## config.mk

```make
export PLATFORM = sky130hd
export DESIGN_NAME = utf8_double_at_trigger_detector_unit_flat
export DESIGN_NICKNAME = d
export VERILOG_FILES = /design/src/utf8dat_pkg.sv /design/src/utf8dat_in_if.sv /design/src/utf8dat_out_if.sv /design/src/utf8dat_front.sv /design/src/utf8dat_back.sv /design/src/utf8_double_at_trigger_detector_unit.sv /design/src/flat_wrapper.sv
export SDC_FILE = /design/constraint.sdc
export NUM_CORES = 1
export LEC_CHECK = 0
export ABC_AREA = 1
export ABC_CLOCK_PERIOD_IN_PS = 4200
export BUFFER_PORTS_ARGS = -buffer_cell sky130_fd_sc_hd__buf_4
export CAP_MARGIN = 15
export CORE_UTILIZATION = 40
export DETAILED_ROUTE_END_ITERATION = 10
export GPL_ROUTABILITY_DRIVEN = 0
export GPL_TIMING_DRIVEN = 0
export PLACE_DENSITY = 0.53
export SETUP_SLACK_MARGIN = 0.4
export SLEW_MARGIN = 10
export SYNTH_ARGS = -nofsm -noshare
export SYNTH_HDL_FRONTEND = slang
export SYNTH_SLANG_ARGS = --single-unit
export TNS_END_PERCENT = 50
```

## constraint.sdc

```tcl
create_clock -name i_clk -period 4.2 [get_ports i_clk]
set_input_delay 0.63 -clock i_clk [delete_from_list [all_inputs] [get_ports i_clk]]
set_output_delay 0.63 -clock i_clk [all_outputs]
set_load 0.005 [all_outputs]
```

## src/utf8dat_pkg.sv

```systemverilog
// Shared types and constants of the double at-sign trigger detector.
`default_nettype none
package utf8dat_pkg;

    localparam int unsigned CP_W      = 21;
    localparam int unsigned BYTE_W    = 8;
    localparam int unsigned ACT_W     = 2;
    localparam int unsigned CFG_IDX_W = 1;

    localparam logic [CP_W-1:0] REPL_CP     = 21'h00FFFD;
    localparam logic [CP_W-1:0] AT_CODE_RST = 21'd64;
    localparam logic [CP_W-1:0] AT_ALT_RST  = 21'd65312;

    // configuration register indexes
    localparam logic [CFG_IDX_W-1:0] CFG_AT_CODE = 1'b0;
    localparam logic [CFG_IDX_W-1:0] CFG_AT_ALT  = 1'b1;

    // opcode field codes
    localparam logic OPC_KEY  = 1'b0;
    localparam logic OPC_TEXT = 1'b1;

    // UTF-8 byte classes
    localparam logic [BYTE_W-1:0] ASCII_LIMIT = 8'h80;
    localparam logic [BYTE_W-1:0] LEAD2_MASK  = 8'hE0;
    localparam logic [BYTE_W-1:0] LEAD2_VAL   = 8'hC0;
    localparam logic [BYTE_W-1:0] LEAD3_MASK  = 8'hF0;
    localparam logic [BYTE_W-1:0] LEAD3_VAL   = 8'hE0;
    localparam logic [BYTE_W-1:0] LEAD4_MASK  = 8'hF8;
    localparam logic [BYTE_W-1:0] LEAD4_VAL   = 8'hF0;
    localparam logic [BYTE_W-1:0] CONT_MASK   = 8'hC0;
    localparam logic [BYTE_W-1:0] CONT_VAL    = 8'h80;
    localparam logic [BYTE_W-1:0] CONT_PAY    = 8'h3F;
    localparam logic [BYTE_W-1:0] LEAD2_PAY   = 8'h1F;
    localparam logic [BYTE_W-1:0] LEAD3_PAY   = 8'h0F;
    localparam logic [BYTE_W-1:0] LEAD4_PAY   = 8'h07;

    typedef enum logic [ACT_W-1:0] {
        ACT_CONT   = 2'd0,
        ACT_IGNORE = 2'd1,
        ACT_FIRE   = 2'd2
    } t_action;

    typedef enum logic [1:0] {
        OP_SECURE,
        OP_COMPOSE,
        OP_KEY,
        OP_BYTE
    } t_kind;

    typedef struct packed {
        t_kind             kind;
        logic [BYTE_W-1:0] text_byte;
        logic              last_byte;
    } t_cmd;

    typedef enum logic {
        ST_RUN,
        ST_REPLAY
    } t_back_state;

endpackage
`default_nettype wire

```

## src/utf8dat_in_if.sv

```systemverilog
// Input channel: key events and committed text bytes.
`default_nettype none
interface utf8dat_in_if;
    logic       valid;
    logic       ready;
    logic       opcode;
    logic       secure_field;
    logic       composing;
    logic [7:0] text_byte;
    logic       last_byte;

    modport source (output valid, output opcode, output secure_field, output composing,
                    output text_byte, output last_byte, input ready);
    modport sink   (input valid, input opcode, input secure_field, input composing,
                    input text_byte, input last_byte, output ready);
endinterface
`default_nettype wire

```

## src/utf8dat_out_if.sv

```systemverilog
// Output channel: one action per event or commit end.
`default_nettype none
interface utf8dat_out_if;
    logic       valid;
    logic       ready;
    logic [1:0] action;

    modport source (output valid, output action, input ready);
    modport sink   (input valid, input action, output ready);
endinterface
`default_nettype wire

```

## src/utf8dat_front.sv

```systemverilog
// Front end: accepts input transfers, classifies them and queues commands.
`default_nettype none
module utf8dat_front #(
    parameter int unsigned DEPTH = 2
) (
    input  wire logic         i_clk,
    input  wire logic         i_rst_n,
    utf8dat_in_if.sink        i_in,
    output utf8dat_pkg::t_cmd o_cmd,
    output logic              o_cmd_valid,
    input  wire logic         i_cmd_pop
);
    import utf8dat_pkg::*;

    localparam int unsigned PTR_W = (DEPTH > 1) ? $clog2(DEPTH) : 1;
    localparam int unsigned CNT_W = $clog2(DEPTH + 1);

    t_cmd             r_q [0:DEPTH-1];
    logic [PTR_W-1:0] r_wptr, n_wptr;
    logic [PTR_W-1:0] r_rptr, n_rptr;
    logic [CNT_W-1:0] r_cnt, n_cnt;
    t_cmd             cls;
    logic             push, pop;

    // priority: secure, then composing, then key event, then text byte
    always_comb begin
        cls.text_byte = i_in.text_byte;
        cls.last_byte = i_in.last_byte;
        if (i_in.secure_field) begin
            cls.kind = OP_SECURE;
        end else if (i_in.composing) begin
            cls.kind = OP_COMPOSE;
        end else if (i_in.opcode == OPC_KEY) begin
            cls.kind = OP_KEY;
        end else begin
            cls.kind = OP_BYTE;
        end
    end

    assign i_in.ready  = (r_cnt != CNT_W'(DEPTH));
    assign push        = i_in.valid && i_in.ready;
    assign pop         = i_cmd_pop && (r_cnt != '0);
    assign o_cmd_valid = (r_cnt != '0);
    assign o_cmd       = r_q[r_rptr];

    always_comb begin
        n_wptr = r_wptr;
        n_rptr = r_rptr;
        n_cnt  = r_cnt;
        if (push) begin
            n_wptr = (r_wptr == PTR_W'(DEPTH - 1)) ? '0 : r_wptr + 1'b1;
        end
        if (pop) begin
            n_rptr = (r_rptr == PTR_W'(DEPTH - 1)) ? '0 : r_rptr + 1'b1;
        end
        if (push && !pop) begin
            n_cnt = r_cnt + 1'b1;
        end else if (pop && !push) begin
            n_cnt = r_cnt - 1'b1;
        end
    end

    always_ff @(posedge i_clk) begin
        if (!i_rst_n) begin
            r_wptr <= '0;
            r_rptr <= '0;
            r_cnt  <= '0;
        end else begin
            r_wptr <= n_wptr;
            r_rptr <= n_rptr;
            r_cnt  <= n_cnt;
        end
    end

    always_ff @(posedge i_clk) begin
        if (push) begin
            r_q[r_wptr] <= cls;
        end
    end

endmodule
`default_nettype wire

```

## src/utf8dat_back.sv

```systemverilog
// Back end: UTF-8 decode, replay of held span bytes, at-sign history and result register.
`default_nettype none
module utf8dat_back (
    input  wire logic                           i_clk,
    input  wire logic                           i_rst_n,
    input  wire utf8dat_pkg::t_cmd              i_cmd,
    input  wire logic                           i_cmd_valid,
    output logic                                o_cmd_pop,
    input  wire logic [utf8dat_pkg::CP_W-1:0]   i_at_code,
    input  wire logic [utf8dat_pkg::CP_W-1:0]   i_at_alt_code,
    utf8dat_out_if.source                       o_out
);
    import utf8dat_pkg::*;

    // shift one character into the two-entry history; bit 0 is the older entry
    function automatic logic [3:0] f_push(input logic [1:0] hist, input logic [1:0] fill,
                                          input logic [CP_W-1:0] cp,
                                          input logic [CP_W-1:0] at_a,
                                          input logic [CP_W-1:0] at_b);
        logic [1:0] h;
        logic [1:0] f;
        logic       flag;
        h    = hist;
        f    = fill;
        flag = (cp == at_a) || (cp == at_b);
        if (cp != '0) begin
            case (fill)
                2'd0: begin
                    h[0] = flag;
                    f    = 2'd1;
                end
                2'd1: begin
                    h[1] = flag;
                    f    = 2'd2;
                end
                default: begin
                    h[0] = h[1];
                    h[1] = flag;
                    f    = 2'd2;
                end
            endcase
        end
        return {f, h};
    endfunction

    t_back_state       r_state, n_state;
    logic [1:0]        r_hist, n_hist;
    logic [1:0]        r_fill, n_fill;
    logic [BYTE_W-1:0] r_held [0:2];
    logic [BYTE_W-1:0] n_held [0:2];
    logic [1:0]        r_held_cnt, n_held_cnt;
    logic [1:0]        r_span, n_span;
    logic [CP_W-1:0]   r_acc, n_acc;
    logic [BYTE_W-1:0] r_rep [0:1];
    logic [BYTE_W-1:0] n_rep [0:1];
    logic [1:0]        r_rep_cnt, n_rep_cnt;
    logic              r_rep_last, n_rep_last;
    logic              r_out_valid, n_out_valid;
    t_action           r_out_action, n_out_action;

    logic              out_free;
    logic              go;
    logic [BYTE_W-1:0] b;
    logic              last_src;
    logic [1:0]        rem_cnt;
    logic [1:0]        cnt_inc;
    logic [BYTE_W-1:0] c [0:2];
    logic              found;
    logic [1:0]        bad_j;
    logic [CP_W-1:0]   acc_w;
    logic              push_v;
    logic [CP_W-1:0]   push_cp;
    logic [1:0]        tail_cnt;
    logic [BYTE_W-1:0] tail [0:1];
    logic [3:0]        ph;

    assign out_free = !r_out_valid || o_out.ready;
    assign go = out_free && ((r_state == ST_REPLAY) || i_cmd_valid);
    assign b = (r_state == ST_REPLAY) ? r_rep[0] : i_cmd.text_byte;
    assign last_src = (r_state == ST_REPLAY) ? r_rep_last : i_cmd.last_byte;
    assign rem_cnt = (r_state == ST_REPLAY) ? r_rep_cnt - 2'd1 : 2'd0;
    assign cnt_inc = r_held_cnt + 2'd1;
    assign o_cmd_pop = go && (r_state == ST_RUN);
    assign o_out.valid = r_out_valid;
    assign o_out.action = r_out_action;

    // bytes of a completing span: held ones, then the current byte
    always_comb begin
        for (int j = 0; j < 3; j++) begin
            if (2'(j) < r_held_cnt) begin
                c[j] = r_held[j];
            end else if (2'(j) == r_held_cnt) begin
                c[j] = b;
            end else begin
                c[j] = '0;
            end
        end
    end

    always_comb begin
        found = 1'b0;
        bad_j = 2'd0;
        acc_w = r_acc;
        for (int j = 0; j < 3; j++) begin
            if ((2'(j) < r_span) && !found) begin
                if ((c[j] & CONT_MASK) != CONT_VAL) begin
                    found = 1'b1;
                    bad_j = 2'(j);
                end else begin
                    acc_w = {acc_w[CP_W-7:0], c[j][5:0]};
                end
            end
        end
    end

    always_comb begin
        n_state      = r_state;
        n_hist       = r_hist;
        n_fill       = r_fill;
        n_held       = r_held;
        n_held_cnt   = r_held_cnt;
        n_span       = r_span;
        n_acc        = r_acc;
        n_rep        = r_rep;
        n_rep_cnt    = r_rep_cnt;
        n_rep_last   = r_rep_last;
        n_out_valid  = r_out_valid && !o_out.ready;
        n_out_action = r_out_action;
        push_v       = 1'b0;
        push_cp      = '0;
        tail_cnt     = 2'd0;
        tail[0]      = '0;
        tail[1]      = '0;
        ph           = {r_fill, r_hist};

        if (go && (r_state == ST_RUN) && (i_cmd.kind != OP_BYTE)) begin
            n_out_valid = 1'b1;
            unique case (i_cmd.kind)
                OP_SECURE: begin
                    n_hist       = '0;
                    n_fill       = '0;
                    n_span       = '0;
                    n_held_cnt   = '0;
                    n_acc        = '0;
                    n_out_action = ACT_IGNORE;
                end
                OP_COMPOSE: n_out_action = ACT_IGNORE;
                default:    n_out_action = ACT_CONT;
            endcase
        end else if (go) begin
            // one byte through the decoder
            if (r_span == 2'd0) begin
                if (b < ASCII_LIMIT) begin
                    push_v  = 1'b1;
                    push_cp = CP_W'(b);
                end else if ((b & LEAD2_MASK) == LEAD2_VAL) begin
                    n_span     = 2'd1;
                    n_held_cnt = 2'd0;
                    n_acc      = CP_W'(b & LEAD2_PAY);
                end else if ((b & LEAD3_MASK) == LEAD3_VAL) begin
                    n_span     = 2'd2;
                    n_held_cnt = 2'd0;
                    n_acc      = CP_W'(b & LEAD3_PAY);
                end else if ((b & LEAD4_MASK) == LEAD4_VAL) begin
                    n_span     = 2'd3;
                    n_held_cnt = 2'd0;
                    n_acc      = CP_W'(b & LEAD4_PAY);
                end else begin
                    push_v  = 1'b1;
                    push_cp = REPL_CP;
                end
            end else begin
                case (r_held_cnt)
                    2'd0:    n_held[0] = b;
                    2'd1:    n_held[1] = b;
                    2'd2:    n_held[2] = b;
                    default: ;
                endcase
                if (cnt_inc == r_span) begin
                    n_span     = '0;
                    n_held_cnt = '0;
                    n_acc      = '0;
                    push_v     = 1'b1;
                    if (found) begin
                        push_cp  = REPL_CP;
                        // bytes after the bad one go round again as new leads
                        tail_cnt = r_span - 2'd1 - bad_j;
                        case (bad_j)
                            2'd0: begin
                                tail[0] = c[1];
                                tail[1] = c[2];
                            end
                            2'd1:    tail[0] = c[2];
                            default: ;
                        endcase
                    end else begin
                        push_cp = acc_w;
                    end
                end else begin
                    n_held_cnt = cnt_inc;
                end
            end

            if (push_v) begin
                ph = f_push(r_hist, r_fill, push_cp, i_at_code, i_at_alt_code);
            end

            if (tail_cnt != 2'd0) begin
                n_state    = ST_REPLAY;
                n_rep[0]   = tail[0];
                n_rep[1]   = tail[1];
                n_rep_cnt  = tail_cnt;
                n_rep_last = last_src;
            end else if (rem_cnt != 2'd0) begin
                n_state   = ST_REPLAY;
                n_rep[0]  = r_rep[1];
                n_rep_cnt = rem_cnt;
            end else begin
                n_state   = ST_RUN;
                n_rep_cnt = '0;
                if (last_src) begin
                    // commit end: an open span collapses into one replacement
                    if (n_span != 2'd0) begin
                        n_span     = '0;
                        n_held_cnt = '0;
                        n_acc      = '0;
                        ph = f_push(ph[1:0], ph[3:2], REPL_CP, i_at_code, i_at_alt_code);
                    end
                    n_out_valid = 1'b1;
                    if ((ph[3:2] == 2'd2) && (ph[1:0] == 2'b11)) begin
                        ph           = '0;
                        n_out_action = ACT_FIRE;
                    end else begin
                        n_out_action = ACT_CONT;
                    end
                end
            end
            n_fill = ph[3:2];
            n_hist = ph[1:0];
        end
    end

    always_ff @(posedge i_clk) begin
        if (!i_rst_n) begin
            r_state     <= ST_RUN;
            r_hist      <= '0;
            r_fill      <= '0;
            r_held_cnt  <= '0;
            r_span      <= '0;
            r_acc       <= '0;
            r_rep_cnt   <= '0;
            r_rep_last  <= 1'b0;
            r_out_valid <= 1'b0;
        end else begin
            r_state     <= n_state;
            r_hist      <= n_hist;
            r_fill      <= n_fill;
            r_held_cnt  <= n_held_cnt;
            r_span      <= n_span;
            r_acc       <= n_acc;
            r_rep_cnt   <= n_rep_cnt;
            r_rep_last  <= n_rep_last;
            r_out_valid <= n_out_valid;
        end
    end

    always_ff @(posedge i_clk) begin
        r_held       <= n_held;
        r_rep        <= n_rep;
        r_out_action <= n_out_action;
    end

endmodule
`default_nettype wire

```

## src/utf8_double_at_trigger_detector_unit.sv

```systemverilog
// Top level of the double at-sign trigger detector.
// A result passes through the command queue and then the result register.
// Throughput: one item per cycle while the result register is not stalled; a bad
// continuation byte pauses queue pops while its left-over span bytes replay (at most two).
// Reset (synchronous, active low) empties the queue, history, open span and result
// register and restores at_code to 64 and at_alt_code to 65312; held bytes keep junk.
`default_nettype none
module utf8_double_at_trigger_detector_unit #(
    parameter int unsigned QUEUE_DEPTH = 2   // command queue between front and back
) (
    input  wire logic                                i_clk,
    input  wire logic                                i_rst_n,
    utf8dat_in_if.sink                               i_in,
    utf8dat_out_if.source                            o_out,
    input  wire logic                                i_cfg_we,
    input  wire logic [utf8dat_pkg::CFG_IDX_W-1:0]   i_cfg_idx,
    input  wire logic [utf8dat_pkg::CP_W-1:0]        i_cfg_data
);
    import utf8dat_pkg::*;

    logic [CP_W-1:0] r_at_code;
    logic [CP_W-1:0] r_at_alt;
    t_cmd            cmd;
    logic            cmd_valid;
    logic            cmd_pop;

    // Configuration registers: the user must write them only while the block is quiet (the
    // block itself does not enforce this), so the back end sees them as constants during any commit.
    always_ff @(posedge i_clk) begin
        if (!i_rst_n) begin
            r_at_code <= AT_CODE_RST;
            r_at_alt  <= AT_ALT_RST;
        end else if (i_cfg_we) begin
            unique case (i_cfg_idx)
                CFG_AT_CODE: r_at_code <= i_cfg_data;
                CFG_AT_ALT:  r_at_alt  <= i_cfg_data;
            endcase
        end
    end

    // Front: takes every transfer while the queue has room and tags it as
    // secure, composing, key event or text byte.
    utf8dat_front #(
        .DEPTH (QUEUE_DEPTH)
    ) u_front (
        .i_clk       (i_clk),
        .i_rst_n     (i_rst_n),
        .i_in        (i_in),
        .o_cmd       (cmd),
        .o_cmd_valid (cmd_valid),
        .i_cmd_pop   (cmd_pop)
    );

    // Back: decodes bytes, replays span bytes after a bad continuation,
    // keeps the two-character at-sign history and holds the result until taken.
    utf8dat_back u_back (
        .i_clk         (i_clk),
        .i_rst_n       (i_rst_n),
        .i_cmd         (cmd),
        .i_cmd_valid   (cmd_valid),
        .o_cmd_pop     (cmd_pop),
        .i_at_code     (r_at_code),
        .i_at_alt_code (r_at_alt),
        .o_out         (o_out)
    );

endmodule
`default_nettype wire

```

## src/flat_wrapper.sv

```systemverilog
// flat-port wrapper written by rule: the top's interface ports become plain ports
module utf8_double_at_trigger_detector_unit_flat import utf8dat_pkg::*;
#(
    parameter int unsigned QUEUE_DEPTH = 2                                          
)
  (i_clk, i_rst_n, i_cfg_we, i_cfg_idx, i_cfg_data, i_in_valid, i_in_opcode, i_in_secure_field, i_in_composing, i_in_text_byte, i_in_last_byte, i_in_ready, o_out_valid, o_out_action, o_out_ready);
  utf8dat_in_if i_in_i ();
  utf8dat_out_if o_out_i ();
  input  wire logic i_clk;
  input  wire logic i_rst_n;
  input  wire logic i_cfg_we;
  input  wire logic [utf8dat_pkg::CFG_IDX_W-1:0] i_cfg_idx;
  input  wire logic [utf8dat_pkg::CP_W-1:0] i_cfg_data;
  input wire logic [$bits(i_in_i.valid)-1:0] i_in_valid;
  input wire logic [$bits(i_in_i.opcode)-1:0] i_in_opcode;
  input wire logic [$bits(i_in_i.secure_field)-1:0] i_in_secure_field;
  input wire logic [$bits(i_in_i.composing)-1:0] i_in_composing;
  input wire logic [$bits(i_in_i.text_byte)-1:0] i_in_text_byte;
  input wire logic [$bits(i_in_i.last_byte)-1:0] i_in_last_byte;
  output wire logic [$bits(i_in_i.ready)-1:0] i_in_ready;
  output wire logic [$bits(o_out_i.valid)-1:0] o_out_valid;
  output wire logic [$bits(o_out_i.action)-1:0] o_out_action;
  input wire logic [$bits(o_out_i.ready)-1:0] o_out_ready;
  assign i_in_i.valid = i_in_valid;
  assign i_in_i.opcode = i_in_opcode;
  assign i_in_i.secure_field = i_in_secure_field;
  assign i_in_i.composing = i_in_composing;
  assign i_in_i.text_byte = i_in_text_byte;
  assign i_in_i.last_byte = i_in_last_byte;
  assign i_in_ready = i_in_i.ready;
  assign o_out_valid = o_out_i.valid;
  assign o_out_action = o_out_i.action;
  assign o_out_i.ready = o_out_ready;
  utf8_double_at_trigger_detector_unit #(.QUEUE_DEPTH(QUEUE_DEPTH)) u_core (.i_clk(i_clk), .i_rst_n(i_rst_n), .i_in(i_in_i), .o_out(o_out_i), .i_cfg_we(i_cfg_we), .i_cfg_idx(i_cfg_idx), .i_cfg_data(i_cfg_data));
endmodule
```

# Word level (Yosys, flattened, before mapping)
# Memory sizes are Yosys's and may differ from the RTL's. A register that Yosys moved wholly into a read port is not among the register bits.
# Index checks and enable logic that the tools add are counted.
totals:
  ff_bits: 122
  ram_bits: 22
  input_bits: 39
  output_inout_bits: 4
  n_memories: 1
op_classes:
  n_addsub: 8
  order_cmp: 7
  n_eq_ne: 26
  mux: 146
  bitwise: 7
  reduce_logical: 48
mem_list:
  columns: ["name", "words", "width", "read_ports", "rd_clocked_by_memory_dff", "write_ports", "line_no", "rtl"]
  rows:
  - ["u_core.u_front.r_q", 2, 11, 1, 1, 1, "utf8dat_front.sv:18", "t_cmd r_q [0:DEPTH-1];"]
ops:
  columns: ["op", "n"]
  rows:
  - ["$mux 21", 24]
  - ["$mux 16", 7]
  - ["$mux 2", 55]
  - ["$mux 8", 10]
  - ["$mux 4", 13]
  - ["$eq 16x21->1 const A", 2]
  - ["$eq 21x21->1", 2]
  - ["$mux 1", 34]
  - ["$reduce_bool 21->1", 1]
  - ["$pmux 8 s2", 1]
  - ["$reduce_and 4->1", 4]
  - ["$reduce_bool 2->1", 8]
  - ["$ne 2x2->1 const B", 7]
  - ["$logic_not 2->1", 6]
  - ["$logic_and 1x1->1", 11]
  - ["$eq 2x1->1 const B", 5]
  - ["$lt 1x2->1 const A", 4]
  - ["$lt 8x8->1 const B", 1]
  - ["$reduce_and 2->1", 4]
  - ["$not 1->1", 7]
  - ["$eq 2x2->1 const B", 3]
  - ["$logic_not 1->1", 6]
  - ["$reduce_and 3->1", 2]
  - ["$sub 2x1->2 const B", 3]
  - ["other kinds (15)", 22]

# Longest topological paths before layout
# Gate-level depths: netlist of the first run.
depth:
  ltp_word: 40
  depth_mapped: 34
  ltp_nobuf: 32

# Hierarchy
# Synthesis of the first run repeated with hierarchy kept, for this count alone.
unflattened:
  cells_unflattened: 1195
  hier_area_um2: 8466.9
modules_own_cells:
  columns: ["module", "n_inst", "cells_per_inst", "area_per_inst_um2", "seq_area_each_um2"]
  rows:
  - ["utf8dat_back", 1, 894, 5800.6, 1941.9]
  - ["utf8_double_at_trigger_detector_unit", 1, 227, 1607.8, 840.8]
  - ["utf8dat_front", 1, 74, 1058.5, 760.7]

# Least setup slack after synthesis of the first run
# OpenSTA, ideal clock, no wires.
synth_path:
  kind: "register to register"
  start: "reg u_core.u_back.r_held_cnt[1]"
  end: "reg u_core.u_back.r_acc[10]"
  setup_time_ps: 130
  arrival_time_ps: 3080
  slack_ps: 990
  stages_incl_launch_ff: 18
  n_path_buf: 2
  period_less_slack_ps: 3210
  cell_sequence: "dfxtp_1 inv_1 ha_1 nor2_1 nand2_1 a21oi_2 nand2_1 clkbuf_1 ha_1 o21ai_1 nand2_1 inv_1 nand2_1 inv_1 nand2_1 a21oi_1 buf_2 nor3_1"
synth_between:
  elab_chain_cells: 22
  elab_cells_between_ends: 51
  cone_classes: "add/sub (2); order compare (3); eq/ne (6); mux (33); reduce/logical (7)"
synth_lines:
  columns: ["element", "line_no", "rtl"]
  rows:
  - ["start: declaration", "utf8dat_back.sv:51", "logic [1:0] r_held_cnt, n_held_cnt;"]
  - ["start signal: assignment", "utf8dat_back.sv:258", "r_held_cnt <= n_held_cnt;"]
  - ["$logic_not 2->1", "utf8dat_back.sv:92", "end else if (2'(j) == r_held_cnt) begin"]
  - ["$mux 8", "utf8dat_back.sv:92", null]
  - ["$mux 8", "utf8dat_back.sv:90", "if (2'(j) < r_held_cnt) begin"]
  - ["$ne 2x2->1", "utf8dat_back.sv:106", "if ((c[j] & CONT_MASK) != CONT_VAL) begin"]
  - ["$mux 1", "utf8dat_back.sv:106", null]
  - ["$mux 1", "utf8dat_back.sv:105", "if ((2'(j) < r_span) && !found) begin"]
  - ["$logic_not 1->1", "utf8dat_back.sv:105", null]
  - ["$logic_and 1x1->1", "utf8dat_back.sv:105", null]
  - ["(+6 left out)", null, null]
  - ["$mux 2", "utf8dat_back.sv:179", "if (cnt_inc == r_span) begin"]
  - ["$mux 2", "utf8dat_back.sv:152", "if (r_span == 2'd0) begin"]
  - ["$mux 2", "utf8dat_back.sv:150", "end else if (go) begin"]
  - ["$mux 2", "utf8dat_back.sv:136", "if (go && (r_state == ST_RUN) && (i_cmd.kind != OP_BYTE)) begin"]
  - ["$reduce_bool 2->1", "utf8dat_back.sv:208", "if (tail_cnt != 2'd0) begin"]
  - ["$mux 21 *", "utf8dat_back.sv:208", null]
  - ["$mux 21 *", "utf8dat_back.sv:150", null]
  - ["$mux 21 *", "utf8dat_back.sv:136", null]
  - ["end signal: assignment", "utf8dat_back.sv:260", "r_acc <= n_acc;"]
  - ["end: declaration", "utf8dat_back.sv:53", "logic [CP_W-1:0] r_acc, n_acc;"]
# Every way passes the cells marked *; elsewhere a longest branch is shown, timed or not. The select of a mux whose other input is x is not followed.
# A chain may end at the register's enable or synchronous reset.

# Worst setup path in the final report of the first run
layout_path:
  start: "reg u_core.u_back.r_state"
  end: "reg u_core.u_back.r_hist[1]"
layout_between:
  elab_chain_cells: 39
  elab_cells_between_ends: 107
  cone_classes: "add/sub (1); order compare (1); eq/ne (12); mux (75); bitwise (1); reduce/logical (17)"
layout_lines:
  columns: ["element", "line_no", "rtl"]
  rows:
  - ["start: declaration", "utf8dat_back.sv:46", "t_back_state r_state, n_state;"]
  - ["start signal: assignment", "utf8dat_back.sv:255", "r_state <= n_state;"]
  - ["$mux 8", "utf8dat_back.sv:79", "assign b = (r_state == ST_REPLAY) ? r_rep[0] : i_cmd.text_byte;"]
  - ["$mux 8", "utf8dat_back.sv:92", null]
  - ["$mux 8", "utf8dat_back.sv:90", null]
  - ["$ne 2x2->1", "utf8dat_back.sv:106", null]
  - ["$mux 1", "utf8dat_back.sv:106", null]
  - ["$mux 1", "utf8dat_back.sv:105", null]
  - ["$logic_not 1->1", "utf8dat_back.sv:105", null]
  - ["$logic_and 1x1->1", "utf8dat_back.sv:105", null]
  - ["(+23 left out)", null, null]
  - ["$eq 2x2->1", "utf8dat_back.sv:230", "if ((ph[3:2] == 2'd2) && (ph[1:0] == 2'b11)) begin"]
  - ["$logic_and 1x1->1", "utf8dat_back.sv:230", null]
  - ["$mux 4", "utf8dat_back.sv:230", null]
  - ["$mux 4", "utf8dat_back.sv:221", "if (last_src) begin"]
  - ["$mux 4", "utf8dat_back.sv:214", "end else if (rem_cnt != 2'd0) begin"]
  - ["$mux 4", "utf8dat_back.sv:208", null]
  - ["$mux 2", "utf8dat_back.sv:150", null]
  - ["$mux 2", "utf8dat_back.sv:136", null]
  - ["end signal: assignment", "utf8dat_back.sv:256", "r_hist <= n_hist;"]
  - ["end: declaration", "utf8dat_back.sv:47", "logic [1:0] r_hist, n_hist;"]
# Parallel ways exist; a longest one is shown, timed or not. The select of a mux whose other input is x is not followed.

==> results by group, run 1 <==
Run status
  – Outcome: finished, final reports clean

Synthesis
  – EDFF count, synth: 64
  – #FFs+latches synth: 145
  – Largest family of logic cells by synthesized area: simple AND/OR/NAND/NOR gates
  – Mux cell area share after synthesis: 0.119%
  – Post-synthesis compound-gate area fraction: 10.5%
  – Post-Synth Simple-Gate Area: 36.9%
  – Post-synthesis async set-or-reset flop share: 0%
  – Netlist cell types: 46
  – Synth Net Count: 1219
  – Post-synthesis sequential area ratio: 42.2%
  – Yosys warns: 0
  – Post-Syn Instances: 1174
  – Top FF cell, synth: dfxtp_1
  – Synth Area in Adders: 0.894%
  – Avg Inst Size Synth: 7.16 sq um
  – Synth Area in XOR/XNOR: 0.730%
  – Mapped Area: 8400 sq um

Routing
  – Routed Antenna Nets: 0
  – Drt first pass iters: 8
  – Residual DRC: 0
  – Via count: 8391
  – Via/cell ratio: 5.43
  – WL final: 27800 um
  – Iteration-0 DRC Markers: 745
  – Average wire per cell in the routed design: 17.9 um

Hold path
  – Min-delay src: i_in_text_byte[4]
  – Hold Crit Class: input port to register
  – Hold Path End: u_core.u_front.r_q[1][5]
  – Min-Delay Path Depth: 1

STA
  – Slew @ Worst Pin: 1.12 ns
  – Final min period: 3.61 ns
  – Max Freq: 277 MHz
  – Clock Skew: 0.0116 ns
  – Final slew viol count: 0
  – Ratio of final minimum period to clock period: 86.0%
  – Hold WS: 0.374 ns
  – Final setup viols: 0
  – Final Hold Vio Count: 0
  – TNS Setup: 0 ns
  – Rel. slew slack: 24.9%
  – Worst setup margin: 0.586 ns
  – RSZ-0062 raised after global routing: false

Setup path
  – RR Endpoint: u_core.u_back.r_hist[1]
  – R2R cell count: 25
  – Flop2flop setup slack: 0.59 ns
  – Arrival time at the worst endpoint: 3.91 ns
  – Setup CP Type: register to register
  – Worst EP required: 4.49 ns
  – Crit path launch type: register
  – Crit Reg-Reg Startpoint: u_core.u_back.r_state
  – Worst-path fanout max: 10
  – Critical path endpoint category: register

Clocking
  – Clk buf depth: 2
  – Clk pin slew, worst setup/hold paths: 0.07 ns
  – Root Driver: clkbuf_16
  – CTS sink count: 145
  – CTS HTree Levels: 4
  – Clk_lat worst skew: 0.44 ns
  – CTS buffer count: 17
  – CTS tree: built

Layout
  – Ant. Diodes: 0
  – Most common cell after layout, fill and taps aside: nand2_1
  – Area delta synth->final: 23.8%
  – Share of cells above drive strength 1: 20.7%
  – Commonest non-fill, non-tap cells in the layout: nand2_1, nand3_1, inv_1, nor2_1, dfxtp_1
  – Layout Nets: 1308
  – Post-layout util: 50.9%

GRT
  – First-pass GRT wire length: 41900 um
  – GRT Overall Usage: 25.6%
  – GR Overflow Total: 0
  – Largest net degree at the start of global routing: 17
  – Number of global-route vias before repair: 7541
  – Initial antenna violation count: 0

Floorplanning
  – Die H: 147 um
  – Die Area: 21600 sq um
  – Core ar.: 20400 sq um
  – Initial Utilization: 41.1%
  – DIE WIDTH: 147 um
  – I/O pin count: 43
  – Core Rows: 52

Power
  – Pwr/cell area: 563 nW/um^2
  – IR drop worst, VDD: 374 uV
  – Lkg Pwr: 4.33 nW

Placed design
  – PortBufs: 41
  – Detailed placer's ending HPWL: 20900 um
  – Post-Place Worst Slack: -0.105 ns

Flow run
  – Max-capacitance violation count: 0
[timing repair]
item                       CTS  global route
gates resized for setup     34           126
pin swaps                    0            25
hold buffers                 0             0
buffers inserted             0            24
gates cloned                 0             4
setup endpoints to repair   45            44
[cell usage after synthesis, types with 6 or more instances]
| cell | number | share of area [%] |
|---|---|---|
| inv_2 | 8 | 0.36 |
| nor2_1 | 115 | 5.1 |
| nand2_2 | 6 | 0.45 |
| o211ai_1 | 11 | 0.98 |
| buf_2 | 13 | 0.77 |
| nand3_2 | 9 | 1.1 |
| inv_1 | 120 | 5.4 |
| a21oi_1 | 46 | 2.7 |
| nand3b_1 | 14 | 1.3 |
| nand4_1 | 32 | 2.4 |
| nand3_1 | 148 | 8.8 |
| nor3_1 | 20 | 1.2 |
| o21ai_0 | 64 | 3.8 |
| nand2_1 | 314 | 14 |
| dfxtp_1 | 81 | 19 |
| a31oi_1 | 7 | 0.52 |
| o22ai_1 | 14 | 1.0 |
| edfxtp_1 | 64 | 23 |
| ha_1 | 6 | 0.89 |
| clkbuf_1 | 22 | 0.98 |
[final cells by class]
type / count / area [sq um]
Timing Repair Buffer: 69 / 557
Fill cell: 2034 / 10000
Clock buffer: 18 / 439
Buffer: 44 / 285
Sequential cell: 145 / 3560
Tap cell: 270 / 338
Inverter: 132 / 517
Multi-Input combinational cell: 854 / 4570
Clock inverter: 14 / 138
[state kept, by name, indices dropped and copies added (netlist names), named ones only]
register,count
u_core.u_back.r_held,24
u_core.u_back.r_rep,16
u_core.u_back.r_rep_last,1
u_core.u_front.r_wptr,1
u_core.u_back.r_span,2
u_core.u_back.r_hist,2
u_core.u_back.o_out.valid,1
u_core.u_back.r_acc,21
u_core.u_front.r_rptr,1
u_core.u_back.o_out.action,2
u_core.u_front.r_q,22
u_core.u_front.r_cnt,2
u_core.r_at_code,21
u_core.u_back.r_fill,2
u_core.u_back.r_state,1
u_core.r_at_alt,21
u_core.u_back.r_rep_cnt,2
u_core.u_back.r_held_cnt,2
[metrics by stage]
stage | area (sq um) | std cells | power [mW]
final | 10400 | 1546 | 5.85
after global placement | 9050 | 1485 | 4.04
after floorplan | 8400 | 1174 | 3.33
after global routing | 10400 | 1546 | 6.20
after detailed placement | 9060 | 1486 | 4.04
after CTS | 9730 | 1518 | 5.58
[layer usage]
layer | GRT usage [%] | vias up | wire length [um]
met3 | 5.37 | 72 | 2050
met5 | 0 | - | 0
met1 | 36.4 | 3862 | 12800
li1 | - | 4112 | -
met2 | 38.0 | 345 | 12000
met4 | 9.48 | 0 | 872
[logic make-up after synthesis]
kind of cell	Yosys count
compound gates	158
xor+xnor	7
fa+ha+maj	6
buf+inv	176
flops	145
mux	1
simple gates	681
[power by group]
group | total, mW | leakage [nW] | internal (mW) | switching [mW]
sequential | 1.73 | 1.25 | 1.64 | 0.0833
combinational | 2.62 | 2.80 | 0.837 | 1.78
clock | 1.51 | 0.279 | 0.803 | 0.703
total | 5.85 | 4.33 | 3.28 | 2.57
[critical path, stage by stage, from the launching register on]
cell      delay, ns
dfxtp_4        0.37
inv_2          0.08
buf_6          0.17
clkbuf_4       0.24
or2_2          0.13
nand2_1        0.17
o21ai_1        0.47
nand4_1        0.22
nand3_4        0.17
nand2_1        0.08
nand2_1        0.06
nand2_1        0.06
nor2_1         0.10
nand2_1        0.06
nor2_2         0.13
nand3_2        0.13
nand3_2        0.11
nand2_2        0.06
nand2_1        0.05
nand2_1        0.07
a21oi_2        0.18
nand3_4        0.09
nand2_1        0.07
nand2_1        0.06
nand2_2        0.07
a21oi_2        0.05
[how the worst max path moves through the flow]
stage / start / end / slack [ns] / cells past startpoint
6_report: u_core.u_back.r_state / u_core.u_back.r_hist[1] / 0.59 / 25
2_1_floorplan: u_core.u_back.r_held_cnt[1] / u_core.u_back.r_acc[10] / 0.99 / 17
4_1_cts: u_core.u_back.r_held_cnt[1] / u_core.u_back.r_hist[1] / 0.40 / 30
3_5_place_dp: u_core.u_back.r_held_cnt[1] / u_core.u_back.r_acc[10] / -0.10 / 17
3_3_place_gp: u_core.u_back.r_held_cnt[1] / u_core.u_back.r_acc[10] / -0.09 / 17
5_1_grt: u_core.u_back.r_held_cnt[0] / u_core.u_back.r_hist[1] / 0.35 / 33
(Power assumes the default switching activity.)
==> run 2: changes to the inputs <==
--- a/config.mk
+++ b/config.mk
@@ -9,6 +9,8 @@
 export ABC_CLOCK_PERIOD_IN_PS = 4200
 export BUFFER_PORTS_ARGS = -buffer_cell sky130_fd_sc_hd__buf_4
 export CAP_MARGIN = 15
+export CORE_ASPECT_RATIO = 0.8
+export CORE_MARGIN = 3
 export CORE_UTILIZATION = 40
 export DETAILED_ROUTE_END_ITERATION = 10
 export GPL_ROUTABILITY_DRIVEN = 0
==> run 2 against run 1 <==
  * Design area rose by 0.99%
  * Setup slack got worse by 0.014 ns
  * Global-route usage fell by 0.79 points
  * Non-clock buffer count rose by 1
  * Power rose by 3.1%
  * Cell count fell by 0.32%
  * First-iteration DRC count rose by 29%
  * Via count rose by 0.62%
  * Critical path type unchanged
  * Largest cell class unchanged
==> results by group, run 2 (same netlist as run 1, synthesis figures left out) <==
Layout
  – Share of cells above drive strength 1: 20.7% (about the same)
  – Final Cell Area: 10500 sq um (+0.99%)
  – Area occupied by multi-input gates: 4630 sq um (+1.3%)
  – Max FFs per register: 24 (unchanged)
  – Layout Nets: 1309 (+0.076%)
  – Most common cell after layout, fill and taps aside: nand2_1
  – Ant. Diodes: 0 (unchanged)
  – Fillers: 1973 (-3.0%)
  – Biggest regs: u_core.u_back.r_held: 24 flops, u_core.u_front.r_q: 22 flops
  – Commonest non-fill, non-tap cells in the layout: nand2_1, nand3_1, inv_1, nor2_1, dfxtp_1
  – Area delta synth->final: 25.0%
  – Top reg by flops: u_core.u_back.r_held
  – Register area: 3560 sq um (unchanged)

Clocking
  – Root Driver: clkbuf_16
  – Clk_lat worst skew: 0.44 ns (about the same)
  – Hold Buf Count CTS: 0 (unchanged)
  – CTS buffer count: 17 (unchanged)
  – CTS tree: built
  – CTS sink count: 145 (unchanged)
  – Clk buf depth: 2 (unchanged)
  – Clk pin slew, worst setup/hold paths: 0.08 ns (about the same)
  – CTS HTree Levels: 4 (unchanged)

Setup path
  – Slowest library cell on the worst path: dfxtp_4
  – Crit Reg-Reg Startpoint: u_core.u_back.r_held_cnt[1]
  – Critical path buffer and inverter count: 6 (+3)
  – Worst-path fanout max: 8 (-2)
  – Critical path endpoint category: register
  – R2R cell count: 29 (+16%)
  – Worst EP required: 4.50 ns (about the same)
  – RR Endpoint: u_core.u_back.o_out.action[1]
  – Arrival time at the worst endpoint: 3.93 ns (+0.02 ns)
  – Crit path largest cell delay: 0.40 ns (-0.07 ns)
  – Flop2flop setup slack: 0.57 ns (about the same)
  – Most common cell on crit path: nand2_2
  – CP top delay family: simple AND/OR/NAND/NOR gates
  – Setup CP Type: register to register
  – Crit path launch type: register

Floorplanning
  – Core ar.: 20200 sq um (-1.1%)
  – Core Rows: 46 (-12%)
  – Initial Utilization: 41.6% (+0.46 points)
  – I/O pin count: 43 (unchanged)
  – Die Area: 22800 sq um (+5.6%)
  – Die H: 136 um (-7.7%)
  – DIE WIDTH: 168 um (+14%)

GRT
  – GRT Overall Usage: 24.8% (-0.79 points)
  – Number of global-route vias before repair: 7606 (+0.86%)
  – Largest net degree at the start of global routing: 17 (unchanged)
  – First-pass GRT wire length: 43500 um (+3.9%)
  – Initial antenna violation count: 0 (unchanged)
  – GR Overflow Total: 0 (unchanged)

Routing
  – Drt first pass iters: 6 (-2)
  – Via count: 8443 (+0.62%)
  – Residual DRC: 0 (unchanged)
  – Iteration-0 DRC Markers: 962 (+29%)
  – Via/cell ratio: 5.48 (+0.95%)
  – Routed Antenna Nets: 0 (unchanged)
  – WL final: 28900 um (+4.1%)
  – Average wire per cell in the routed design: 18.7 um (+4.4%)

Placed design
  – PortBufs: 41 (unchanged)
  – Placement Cell Area: 9050 sq um (about the same)
  – Detailed placer's ending HPWL: 21500 um (+2.7%)
  – Post-Place Worst Slack: -0.189 ns (-0.0841 ns)

STA
  – Ratio of final minimum period to clock period: 86.4% (+0.34 points)
  – Rel. slew slack: 27.4% (+2.5 points)
  – Final Hold Vio Count: 0 (unchanged)
  – Clock Skew: 0.0152 ns (+0.00356 ns)
  – TNS Setup: 0 ns (unchanged)
  – Worst setup margin: 0.572 ns (-0.0141 ns)
  – Slew @ Worst Pin: 1.09 ns (-0.0328 ns)
  – Final min period: 3.63 ns (+0.0141 ns)
  – RSZ-0062 raised after global routing: true
  – Max Freq: 276 MHz (-0.39%)
  – Final slew viol count: 0 (unchanged)
  – Final setup viols: 0 (unchanged)

Flow run
  – Max-capacitance violation count: 0 (unchanged)

Power
  – Pwr/cell area: 575 nW/um^2 (+2.0%)
  – IR drop worst, VDD: 376 uV (+0.43%)
  – Total power: 6.03 mW (+3.1%)
  – Lkg Pwr: 4.36 nW (+0.63%)

Hold path
  – Hold Path End: u_core.u_front.r_q[1][3]
  – Min-Delay Path Depth: 1 (unchanged)
  – Min-delay src: i_in_text_byte[2]
  – Hold Crit Class: input port to register

Run status
  – Outcome: finished, final reports clean
[run 2: area by class of cell]
class	instances	share of cell area (%)
buffer	44	2.78
tap	264	3.15
timing repair buffer	70	5.24
clock inverter	13	1.52
multi-input combinational	854	44.1
clock buffer	19	4.42
inverter	132	4.93
sequential	145	33.9
[run 2: how the worst max path moves through the flow]
stage / startpoint / endpoint / slack, ns / cells past startpoint
final: u_core.u_back.r_held_cnt[1] / u_core.u_back.o_out.action[1] / 0.57 / 29
after CTS: u_core.u_back.r_held_cnt[1] / u_core.u_back.r_hist[1] / 0.42 / 27
after global placement: u_core.u_back.r_held_cnt[1] / u_core.u_back.r_acc[12] / -0.17 / 17
after global routing: u_core.u_back.r_state / u_core.u_back.r_hist[1] / 0.33 / 31
after detailed placement: u_core.u_back.r_held_cnt[1] / u_core.u_back.r_acc[12] / -0.19 / 17
after floorplan: u_core.u_back.r_held_cnt[1] / u_core.u_back.r_acc[10] / 0.99 / 17
[run 2: per-layer routing]
layer  global-route usage, %  part of all wire [%]  wire, um
met2                    34.1                    40     11600
met1                    38.0                    50     14400
met3                    6.97                   8.4      2430
met5                       0                     0         0
met4                    6.09                   1.4       418
[run 2: per-stage QoR]
step,utilization [%],hold slack (ns),std cells
after floorplan,-,0.415,1174
after global placement,44.7,0.430,1479
after detailed placement,44.8,0.433,1480
after CTS,48.3,0.350,1513
after global routing,52.0,0.358,1541
final,52.0,0.368,1541
[run 2: repair_timing]
| action | in CTS | in global routing |
|---|---|---|
| endpoints found under the setup margin | 45 | 45 |
| gates resized for setup | 32 | 138 |
| buffers inserted | 1 | 24 |
| pin swaps | 1 | 34 |
| gates cloned | 0 | 3 |
[run 2: report_power, final]
part	switching (mW)	leakage, nW	internal (mW)
registers	0.0839	1.25	1.64
logic	1.84	2.80	0.844
clock network	0.722	0.307	0.903
total	2.64	4.36	3.39
